==> config.mk <==
export PLATFORM = sky130hd
export DESIGN_NAME = bbe_knot_ram
export DESIGN_NICKNAME = d
export VERILOG_FILES = /design/src/hdl/bbe_pkg.sv /design/src/hdl/bbe_knot_ram.sv
export SDC_FILE = /design/constraint.sdc
export NUM_CORES = 2
export LEC_CHECK = 0
export ABC_AREA = 1
export ABC_CLOCK_PERIOD_IN_PS = 9300
export BUFFER_PORTS_ARGS = -buffer_cell sky130_fd_sc_hd__buf_2
export CAP_MARGIN = 25
export CORE_MARGIN = 1
export CORE_UTILIZATION = 24
export CTS_BUF_LIST = sky130_fd_sc_hd__clkbuf_4 sky130_fd_sc_hd__clkbuf_8
export DETAILED_ROUTE_END_ITERATION = 16
export PLACE_DENSITY = 0.35
export SLEW_MARGIN = 40
export SYNTH_ARGS = -nofsm -noshare
export SYNTH_HDL_FRONTEND = slang
export SYNTH_SLANG_ARGS = --single-unit
==> constraint.sdc <==
create_clock -name clock -period 9.3 [get_ports clock]
set_input_delay 0.93 -clock clock [delete_from_list [all_inputs] [get_ports clock]]
set_output_delay 0.93 -clock clock [all_outputs]
set_load 0.005 [all_outputs]
==> src/hdl/bbe_pkg.sv <==
// Shared types and constants of the B-spline basis evaluator.
package bbe_pkg;

   localparam int KNOT_W  = 32;   // unsigned Q16.16
   localparam int VALUE_W = 31;   // unsigned Q1.30
   localparam int DIFF_W  = 34;   // signed knot difference / denominator

   localparam logic [VALUE_W-1:0] Q30_ONE = 31'h4000_0000;

   localparam logic CMD_WRITE = 1'b0;
   localparam logic CMD_EVAL  = 1'b1;

   localparam logic [1:0] STATUS_OK       = 2'd0;
   localparam logic [1:0] STATUS_RANGE    = 2'd1;
   localparam logic [1:0] STATUS_ZERO_DEN = 2'd2;

   localparam logic REG_DEGREE     = 1'b0;
   localparam logic REG_KNOT_COUNT = 1'b1;

   localparam logic [1:0] DEGREE_RESET     = 2'd3;
   localparam logic [6:0] KNOT_COUNT_RESET = 7'd8;

   // request to the shared multiply/divide unit: pv * x / den
   typedef struct packed {
      logic                     start;
      logic [VALUE_W-1:0]       pv;
      logic signed [DIFF_W-1:0] x;
      logic signed [DIFF_W-1:0] den;
   } scale_req_type;

   typedef struct packed {
      logic                     done;
      logic                     busy;
      logic signed [DIFF_W-1:0] result;
   } scale_rsp_type;

endpackage

==> src/hdl/bbe_knot_ram.sv <==
// Knot table: one write port, one registered read port.
module bbe_knot_ram #(
   parameter int DEPTH = 64,
   parameter int AW    = 6
) (
   input  logic                        clock,
   input  logic                        wr_en,
   input  logic [AW-1:0]               wr_addr,
   input  logic [bbe_pkg::KNOT_W-1:0]  wr_data,
   input  logic [AW-1:0]               rd_addr,
   output logic [bbe_pkg::KNOT_W-1:0]  rd_data
);

   logic [bbe_pkg::KNOT_W-1:0] mem [DEPTH];
   logic [bbe_pkg::KNOT_W-1:0] rd_data_ff;

   always_ff @(posedge clock) begin
      if (wr_en) begin
         mem[wr_addr] <= wr_data;
      end
      rd_data_ff <= mem[rd_addr];
   end

   assign rd_data = rd_data_ff;

endmodule

==> impl_metrics.yaml <==
floorplan:
  core_region_area_um2: 343000
  die_area_um2: 347000
  die_h_um: 589
  floorplan.initialDensity: 0.241
  width_of_the_die_um: 589
  ioPinCount: 78
  floorplan.rows: 215
setup_path:
  worst-endpoint-required_ps: 10240
  endpoint_type_of_the_worst_setup_path: "register"
  regToRegEndpoint: "rd_data[26]"
  timing.rr.start: "mem[50][26]"
  critical-path-slowest-cell: "sky130_fd_sc_hd__buf_4"
  worstSetupPathType: "primary input to register"
  r2r_slack_ps: 7440
  timing.critical_path.fanout_max: 154
  critical_path.max_stage_delay_ps: 650
  cell_by_cell_listing_of_the_critical_path: "buf_8, inv_16, buf_4, buf_12, buf_16, nand2_1, nand3_1, nand3_1, nand2_1, nand2_1, nand3_1, nand3_1, nand2_1"
  worst_r2r_path_depth: 8
  worst_setup_path_start_kind: "primary input"
  worstPathArrival_ps: 4700
timing:
  fin_skew_ps: 55.9
  timing.setup.tns_ps: 0
  finalWorstSetupSlack_ps: 5550
  final_number_of_max_transition_violations: 0
  unrepaired_setup_endpoints_after_global_routing: "false"
  fin_crit_sh: 0.404
  clock.fmax_mhz: 266
  report.final.hold_viol_count: 0
  maxSlewHeadroom: 0.375
  setup_viol: 0
  finalCriticalPeriod_ps: 3750
  worst_pin_slew_ps: 937
clock_network:
  cts_setup_buffers: 0
  tritoncts: "yes"
  tritoncts_num_sinks: 2080
  clk-insertion-delay-late_ps: 1000
  ctsHtreeMaxLevel: 5
  cts_resized: 0
  cts_hold_buf: 0
  cts.reportedPaths.clkPinSlew_ps: 60
  clock_tree.root_cell: "sky130_fd_sc_hd__clkbuf_8"
  cts_made_buffers: 378
  clock_tree.buffer_depth: 4
drt:
  detailed_route_drc_error_count: 0
  drt_pass1_iterations: 9
  drt-vias-per-instance: 4.53
  detail-route-antenna-nets: 0
  wl_per_cell_um: 25.3
  detail_route.iter0.violations: 3863
  routed-via-count: 53614
  routed_wl_um: 300000
finish:
  layout-drive-gt1-share: 0.129
  most_common_library_cell_in_the_layout_ignoring_fill_and_taps: "sky130_fd_sc_hd__nand2_1"
  finalNetCount: 7022
  flow.area_growth_from_synthesis_pct: 16.8
  layout_common_cells: "sky130_fd_sc_hd__nand2_1, sky130_fd_sc_hd__edfxtp_1, sky130_fd_sc_hd__nand3_1, sky130_fd_sc_hd__clkbuf_8, sky130_fd_sc_hd__clkbuf_4"
  post-route-util: 0.282
  count_of_fill_cells_added_during_filler_insertion: 35231
synth:
  post_synth.cell_area_avg_um2: 12.2
  synth.lib_cells_used.distinct: 16
  mappedNetlistNets: 6815
  yosysTopAreaCellShare: 0.743
  post-synth-top-area-cell: "sky130_fd_sc_hd__edfxtp_1"
  synth_sequential_area_ratio: 0.751
  synth_area_um2: 82700
  synthTopCellsByArea: "sky130_fd_sc_hd__edfxtp_1, sky130_fd_sc_hd__nand3_1, sky130_fd_sc_hd__nand2_1"
  synth_warnings: 0
  ys_seq_elements: 2080
  post_synth_inst_count: 6769
hold_path:
  hold-path-endpoint: "mem[27][26]"
  hp-class: "primary input to register"
  timing.hold.worst.start: "wr_data[26]"
  hold-path-cell-count: 1
placement:
  placement.setup.worst_slack_ps: 4480
  io_buffer_count: 77
  globalplace.congestion: 0.720
  detailed_placement_hpwl_um: 152000
global_route:
  maximum_number_of_pins_on_one_net_before_global_route_repair: 166
  grt.overflow.total: 0
  grtUsageTotal: 0.169
  grt_pass1_wl_um: 420000
  antenna_found_initial: 17
  first_global_vias: 53347
job:
  max_cap_violations: 0
power_and_ir_drop:
  clock_group_share_of_total_power: 0.423
  power.density_nw_per_um2: 209
  switchingPower_w: 0.00492
  power.sequential.fraction: 0.516
  power.static_leakage_nw: 33.3
  internal_power_w: 0.0153
  power.ir.vdd_worst_mv: 0.0870
  comb_power_share: 0.061
  power.switching_fraction: 0.243
run_status:
  result_of_the_run: "complete, no violations"
## Yosys cell counts
| cell | n |
|---|---|
| sky130_fd_sc_hd__buf_4 | 45 |
| sky130_fd_sc_hd__buf_6 | 3 |
| sky130_fd_sc_hd__nand4_1 | 9 |
| sky130_fd_sc_hd__nand2_1 | 2248 |
| sky130_fd_sc_hd__nor2_1 | 56 |
| sky130_fd_sc_hd__inv_4 | 1 |
| sky130_fd_sc_hd__edfxtp_1 | 2048 |
| sky130_fd_sc_hd__buf_8 | 2 |
| sky130_fd_sc_hd__buf_1 | 40 |
| sky130_fd_sc_hd__inv_2 | 2 |
| sky130_fd_sc_hd__nor4_1 | 8 |
| sky130_fd_sc_hd__inv_1 | 9 |
| sky130_fd_sc_hd__clkbuf_1 | 77 |
| sky130_fd_sc_hd__nand3_1 | 1907 |
| sky130_fd_sc_hd__buf_2 | 282 |
| sky130_fd_sc_hd__dfxtp_1 | 32 |
## power groups by stage
stage,combinational [W],sequential (W),clock [W]
after floorplan,0.000638,0.0106,0
after global placement,0.00126,0.0106,0
after detailed placement,0.00126,0.0106,0
after CTS,0.00127,0.0104,0.00882
after global routing,0.00136,0.0104,0.00919
final,0.00124,0.0104,0.00854
## worst max-delay path: cells and delay by family
kind          cells  cell delay [ps]
buf+inv           5             2160
simple gates      8             1140
## worst max-delay path by stage
stage                          start     endpoint  slack (ps)  cells after the start
after global placement    rd_addr[0]  rd_data[26]        4450                     12
after global routing      rd_addr[0]   rd_data[8]        5440                     13
after floorplan                wr_en   mem[48][0]        4240                      3
after detailed placement  rd_addr[0]  rd_data[26]        4480                     12
after CTS                 rd_addr[0]  rd_data[26]        5590                     12
final                     rd_addr[0]   rd_data[8]        5550                     13
## registers in the layout, indices dropped and copies added, names as in the netlist
register / cells
rd_data: 32
mem: 2048
## logic make-up (layout without fill, tap and decap cells)
| family | Yosys count | after routing | share of synthesized area |
|---|---|---|---|
| buf+inv | 461 | 948 | 0.0278 |
| simple gates | 4228 | 4228 | 0.221 |
| other cells | 0 | 12 | 0 |
| flops | 2080 | 2080 | 0.751 |
## layout make-up
cell class,instances,area (um2),share of cell area
clock buffers,541,6560,0.0679
repair buffers,276,2620,0.0271
flip-flops and latches,2080,62100,0.643
diodes,12,30.0,0.000311
inverters,12,95.1,0.000984
clock inverters,119,674,0.00698
multi-input cells,4228,18800,0.195
well taps,4557,5700,0.0590
## per-layer routing
layer / share of wire / GRT usage
met4: 0.021 / 0.0399
met3: 0.043 / 0.0244
met5: 0.000080 / 0
met2: 0.49 / 0.292
met1: 0.44 / 0.222
## metrics by stage
step | std cells | total power, W | instance area [um2] | hold slack (ps)
floorplan | 6769 | 0.0112 | 82700 | 721
finish | 11825 | 0.0202 | 96600 | 324
detailed placement | 11141 | 0.0119 | 89100 | 785
global route | 11819 | 0.0210 | 96600 | 243
CTS | 11801 | 0.0205 | 96300 | 224
global placement | 11113 | 0.0119 | 88500 | 790
(Power assumes the default switching activity.)
