`src/hdl/bbe_pkg.sv`:
```
// Shared types and constants of the B-spline basis evaluator.
package bbe_pkg;

   localparam int KNOT_W  = 32;   // unsigned Q16.16
   localparam int VALUE_W = 31;   // unsigned Q1.30
   localparam int DIFF_W  = 34;   // signed knot difference / denominator

   localparam logic [VALUE_W-1:0] Q30_ONE = 31'h4000_0000;

   localparam logic CMD_WRITE = 1'b0;
   localparam logic CMD_EVAL  = 1'b1;

   localparam logic [1:0] STATUS_OK       = 2'd0;
   localparam logic [1:0] STATUS_RANGE    = 2'd1;
   localparam logic [1:0] STATUS_ZERO_DEN = 2'd2;

   localparam logic REG_DEGREE     = 1'b0;
   localparam logic REG_KNOT_COUNT = 1'b1;

   localparam logic [1:0] DEGREE_RESET     = 2'd3;
   localparam logic [6:0] KNOT_COUNT_RESET = 7'd8;

   // request to the shared multiply/divide unit: pv * x / den
   typedef struct packed {
      logic                     start;
      logic [VALUE_W-1:0]       pv;
      logic signed [DIFF_W-1:0] x;
      logic signed [DIFF_W-1:0] den;
   } scale_req_type;

   typedef struct packed {
      logic                     done;
      logic                     busy;
      logic signed [DIFF_W-1:0] result;
   } scale_rsp_type;

endpackage

```
`src/hdl/bbe_scale_unit.sv`:
```
// Shared unit: signed pv * x / den, magnitude truncated, quotient capped at 2^31.
module bbe_scale_unit (
   input  logic                    clock,
   input  logic                    reset,
   input  bbe_pkg::scale_req_type  req,
   output bbe_pkg::scale_rsp_type  rsp
);

   typedef enum logic [2:0] {U_IDLE, U_MUL, U_CHK, U_DIV, U_FIN} ustate_type;

   ustate_type  state_ff, state_in;
   logic [30:0] pv_ff, pv_in;
   logic [32:0] mx_ff, mx_in;
   logic [33:0] md_ff, md_in;
   logic        neg_ff, neg_in;
   logic [63:0] prod_ff, prod_in;
   logic [33:0] rem_ff, rem_in;
   logic [31:0] q_ff, q_in;
   logic [4:0]  cnt_ff, cnt_in;
   logic [34:0] trial;

   always_comb begin
      state_in = state_ff;
      pv_in    = pv_ff;
      mx_in    = mx_ff;
      md_in    = md_ff;
      neg_in   = neg_ff;
      prod_in  = prod_ff;
      rem_in   = rem_ff;
      q_in     = q_ff;
      cnt_in   = cnt_ff;
      trial    = {rem_ff, prod_ff[30]};
      case (state_ff)
         U_MUL: begin
            prod_in  = pv_ff * mx_ff;
            state_in = U_CHK;
         end
         U_CHK: begin
            // a quotient of 2^31 or more saturates every later use
            if ({2'b00, prod_ff[62:31]} >= md_ff) begin
               q_in     = 32'h8000_0000;
               state_in = U_FIN;
            end else begin
               rem_in   = {2'b00, prod_ff[62:31]};
               q_in     = '0;
               cnt_in   = 5'd31;
               state_in = U_DIV;
            end
         end
         U_DIV: begin
            if (trial >= {1'b0, md_ff}) begin
               rem_in = 34'(trial - {1'b0, md_ff});
               q_in   = {q_ff[30:0], 1'b1};
            end else begin
               rem_in = trial[33:0];
               q_in   = {q_ff[30:0], 1'b0};
            end
            prod_in = {prod_ff[62:0], 1'b0};
            cnt_in  = cnt_ff - 5'd1;
            if (cnt_ff == 5'd1) begin
               state_in = U_FIN;
            end
         end
         U_IDLE, U_FIN: begin
            state_in = U_IDLE;
         end
         default: begin
            state_in = U_IDLE;
         end
      endcase
      if (req.start && (state_ff == U_IDLE || state_ff == U_FIN)) begin
         pv_in    = req.pv;
         mx_in    = req.x[33] ? 33'(-req.x) : 33'(req.x);
         md_in    = req.den[33] ? 34'(-req.den) : 34'(req.den);
         neg_in   = req.x[33] ^ req.den[33];
         state_in = U_MUL;
      end
   end

   always_ff @(posedge clock) begin
      if (reset) begin
         state_ff <= U_IDLE;
      end else begin
         state_ff <= state_in;
      end
      pv_ff   <= pv_in;
      mx_ff   <= mx_in;
      md_ff   <= md_in;
      neg_ff  <= neg_in;
      prod_ff <= prod_in;
      rem_ff  <= rem_in;
      q_ff    <= q_in;
      cnt_ff  <= cnt_in;
   end

   assign rsp.done   = (state_ff == U_FIN);
   assign rsp.busy   = (state_ff != U_IDLE) && (state_ff != U_FIN);
   assign rsp.result = neg_ff ? -$signed({2'b00, q_ff}) : $signed({2'b00, q_ff});

endmodule

```
`config.mk`:
```
export PLATFORM = sky130hd
export DESIGN_NAME = bbe_scale_unit
export DESIGN_NICKNAME = d
export VERILOG_FILES = /design/src/hdl/bbe_pkg.sv /design/src/hdl/bbe_scale_unit.sv
export SDC_FILE = /design/constraint.sdc
export NUM_CORES = 2
export LEC_CHECK = 0
export BUFFER_PORTS_ARGS = -buffer_cell sky130_fd_sc_hd__buf_2
export CAP_MARGIN = 10
export CORE_MARGIN = 10
export CORE_UTILIZATION = 48
export DETAILED_ROUTE_END_ITERATION = 6
export GPL_TIMING_DRIVEN = 0
export PLACE_DENSITY = 0.71
export SLEW_MARGIN = 10
export SYNTH_ARGS = -nofsm -noshare
export SYNTH_HDL_FRONTEND = slang
export SYNTH_SLANG_ARGS = --single-unit
```
`constraint.sdc`:
```
create_clock -name clock -period 12.6 [get_ports clock]
set_input_delay 2.52 -clock clock [delete_from_list [all_inputs] [get_ports clock]]
set_output_delay 2.52 -clock clock [all_outputs]
set_load 0.02 [all_outputs]
```
==> flow_summary.toml <==
[status]
run_status = "finished clean"

[yosys]
synth-xor-area-share_pct = 3.51
synth_adder_area_share_pct = 48.1
synth_top_family_by_area = "adder cells"
ys_types = 71
synth_area_per_cell_sq_um = 9.45
async_flop_share_pct = 0
yosysSeqAreaShare_pct = 15.5
synth_seq_cells = 236
synthSimpleGateAreaFrac_pct = 16.0
syn_inst = 4831
netlist_area_sq_um = 45600
synth_compound_area_share_pct = 6.83
ys_warn_count = 0
synth_nets = 6150
synth_ff_type = "edfxtp_1"
synth.area.mux_share_pct = 0.614
synth_edf_count = 233

[sta]
final_max_slew_viol_count = 0
grt_setup_unrepaired = "false"
post-route-min-period_ns = 10.24
worst_pin_slew_ns = 1.29
finClkSkew_ns = 0.0478
finalSetupViolCount = 0
finalSetupTns_ns = 0
max_freq_ghz = 0.0977
hold_violations = 0
slew_headroom_pct = 14.1
fin_crit_sh_pct = 81.2

[finish]
drive_gt1_share_pct = 4.43
area_delta_synth_final_pct = 8.08
seqCellArea_sq_um = 7060
n_fill_cell = 8836
nets = 6329
final_util_pct = 52.1
multi_input_area_sq_um = 34300

[cts]
cts_hold_buf = 0
clk_pin_slew_worst_paths_ns = 0.06
clock_path_buffers = 3
cts.repair.resized = 0
clkLatencyLatePin_ns = 0.62
cts_buffers = 34
cts_tree = "done"
cts_setup_buffers = 0
h-tree-depth = 2
cts_root_buffer = "clkbuf_16"
clock_sinks = 236

[critical_path]
worstSetupPathType = "flip-flop to flip-flop"
cpMostUsedCell = "fa_1"
cp.arrival_ns = 10.57
cp-start-kind = "flip-flop"
crit_required_ns = 12.93
cp_max_fo = 10
critPathCaptureType = "flip-flop"
slowest_delay_ns = 0.99
reg2reg_from = "pv_ff[6]"
slowest_stage = "nor4_1"
worstSetupStartpoint = "pv_ff[6]"

[floorplan]
die_height_um = 328
io_pins = 138
fp-row-count = 113
start_util_pct = 48.2
die_area_sq_um = 108000
core_area_sq_um = 94700
die_width_um = 328

[drt]
vias = 35400
vias_per_cell = 5.61
drt-pass1-iter-count = 6
ant_nets = 0
wl_per_cell_um = 24.0
drc = 0
drt_iter0_markers = 3389
drt-total-wl_mm = 151

[global_route]
grt_pass1_vias = 36900
antenna_found_initial = 15
grt_remaining_overflow = 0
grt_usage_pct = 28.3
grt_pass1_wl_mm = 227
grt_start_max_net_pins = 42

[job]
cap_viol_max_count = 0

[worst_hold_path]
hold_start = "prod_ff[1]"
hp-class = "flip-flop to flip-flop"

[placed_design]
io_buffers = 136
dp_hpwl_mm = 125
place_congestion = 1.03
==> metal layers <==
metal / wire length, um / vias to the layer above / GRT usage, %
met5: 102 / - / 0.181
met4: 10900 / 4 / 17.2
met3: 15700 / 460 / 7.37
met2: 66200 / 1802 / 42.4
met1: 58500 / 17800 / 36.6
li1: - / 15300 / -
==> kinds of logic (layout without fill, tap and decap cells) <==
logic type                 count (synthesis)  after routing
AOI/OAI and AO/OA                        494            494
xor gates and xnor gates                 183            183
adders and majority gates               1217           1217
buffers and inverters                   1156           1359
DFF                                      236            236
muxes                                     28             28
other                                      0              6
and+or+nand+nor                         1517           1517
==> cell usage after synthesis (3+ instances only) <==
| library cell | instances | area share (%) |
|---|---|---|
| a21boi_0 | 7 | 0.12 |
| a211o_1 | 4 | 0.077 |
| o21a_1 | 8 | 0.13 |
| or4_1 | 19 | 0.31 |
| a21oi_1 | 141 | 1.5 |
| a221o_1 | 4 | 0.088 |
| and2_1 | 431 | 5.9 |
| a31o_2 | 3 | 0.058 |
| and3_1 | 35 | 0.48 |
| nand3b_1 | 3 | 0.049 |
| xnor2_1 | 142 | 2.7 |
| a2111oi_0 | 3 | 0.058 |
| o21bai_1 | 21 | 0.35 |
| mux2i_1 | 28 | 0.61 |
| a211oi_1 | 14 | 0.23 |
| a21o_1 | 66 | 1.1 |
| o22ai_1 | 4 | 0.055 |
| nand4_1 | 28 | 0.38 |
| nor2b_1 | 10 | 0.14 |
| edfxtp_1 | 233 | 15 |
| o21ai_0 | 136 | 1.5 |
| dfxtp_1 | 3 | 0.13 |
| a221oi_1 | 3 | 0.058 |
| inv_1 | 899 | 7.4 |
| xor2_1 | 41 | 0.79 |
| clkbuf_1 | 253 | 2.1 |
| or2_1 | 3 | 0.041 |
| nand3_1 | 17 | 0.19 |
| o211ai_1 | 6 | 0.099 |
| or3_1 | 18 | 0.25 |
| fa_1 | 895 | 39 |
| nand2b_1 | 12 | 0.16 |
| o31ai_1 | 33 | 0.54 |
| nand4b_1 | 3 | 0.058 |
| ha_1 | 322 | 8.8 |
| nor4_1 | 13 | 0.18 |
| a31oi_1 | 7 | 0.096 |
| nand2_1 | 771 | 6.3 |
| o41ai_1 | 12 | 0.23 |
| buf_1 | 3 | 0.025 |
| o221ai_1 | 3 | 0.058 |
| nor3_1 | 26 | 0.29 |
| or2_2 | 3 | 0.041 |
| nor2_1 | 113 | 0.93 |
==> sequential cells by signal, indices dropped and copies added (netlist names) <==
register  cells
prod_ff      63
md_ff        34
rem_ff       34
mx_ff        33
q_ff         32
pv_ff        31
cnt_ff        5
state_ff      3
neg_ff        1
==> per-stage QoR <==
stage               hold WS, ns  cells  cell area (sq um)  setup WS [ns]
CTS                       0.529   6299              49300           2.59
global route              0.554   6300              49300           2.10
global placement          0.489   6232              47900           2.07
detailed placement        0.504   6239              48100           2.63
finish                    0.523   6305              49300           2.36
floorplan                 0.484   4831              45600           4.87
==> worst max-delay path: cells and delay by family (launching register included) <==
kind,cells,cell delay [ns]
XOR/XNOR,1,0.17
buffers and inverters,6,1.46
adder cells (fa/ha/maj),9,4.23
AND/OR/NAND/NOR,3,1.48
AO/OA/AOI/OAI,7,1.86
flip-flops,1,0.73
==> layout by cell type, fill, tap and decap left out, types with 33 or more instances in the layout <==
cell,count
a21o_1,66
a21oi_1,140
and2_1,431
and3_1,35
buf_2,136
clkbuf_1,256
clkbuf_16,34
edfxtp_1,233
fa_1,895
ha_1,322
inv_1,899
nand2_1,771
nor2_1,111
o21ai_0,136
o31ai_1,33
xnor2_1,142
xor2_1,41
==> final cells by class <==
cell class / instances / area share [%]
buffer: 257 / 1.97
clock inverter: 19 / 0.660
antenna: 6 / 0.0304
multi-input combinational: 3439 / 69.5
sequential: 236 / 14.3
tap: 1265 / 3.21
clock buffer: 41 / 1.84
inverter: 899 / 6.84
timing repair buffer: 143 / 1.68
==> final timing paths <==
check,endpoint,slack (ns),depth (start not counted)
setup / recovery,prod_ff[51],2.36,26
hold / removal,prod_ff[2],0.52,2
setup reg to reg,prod_ff[51],2.36,26
hold reg to reg,prod_ff[2],0.52,2
Power is left out: the tool's default activity adds up to more than one toggle a clock period on the data nets, which glitch-free logic cannot reach.
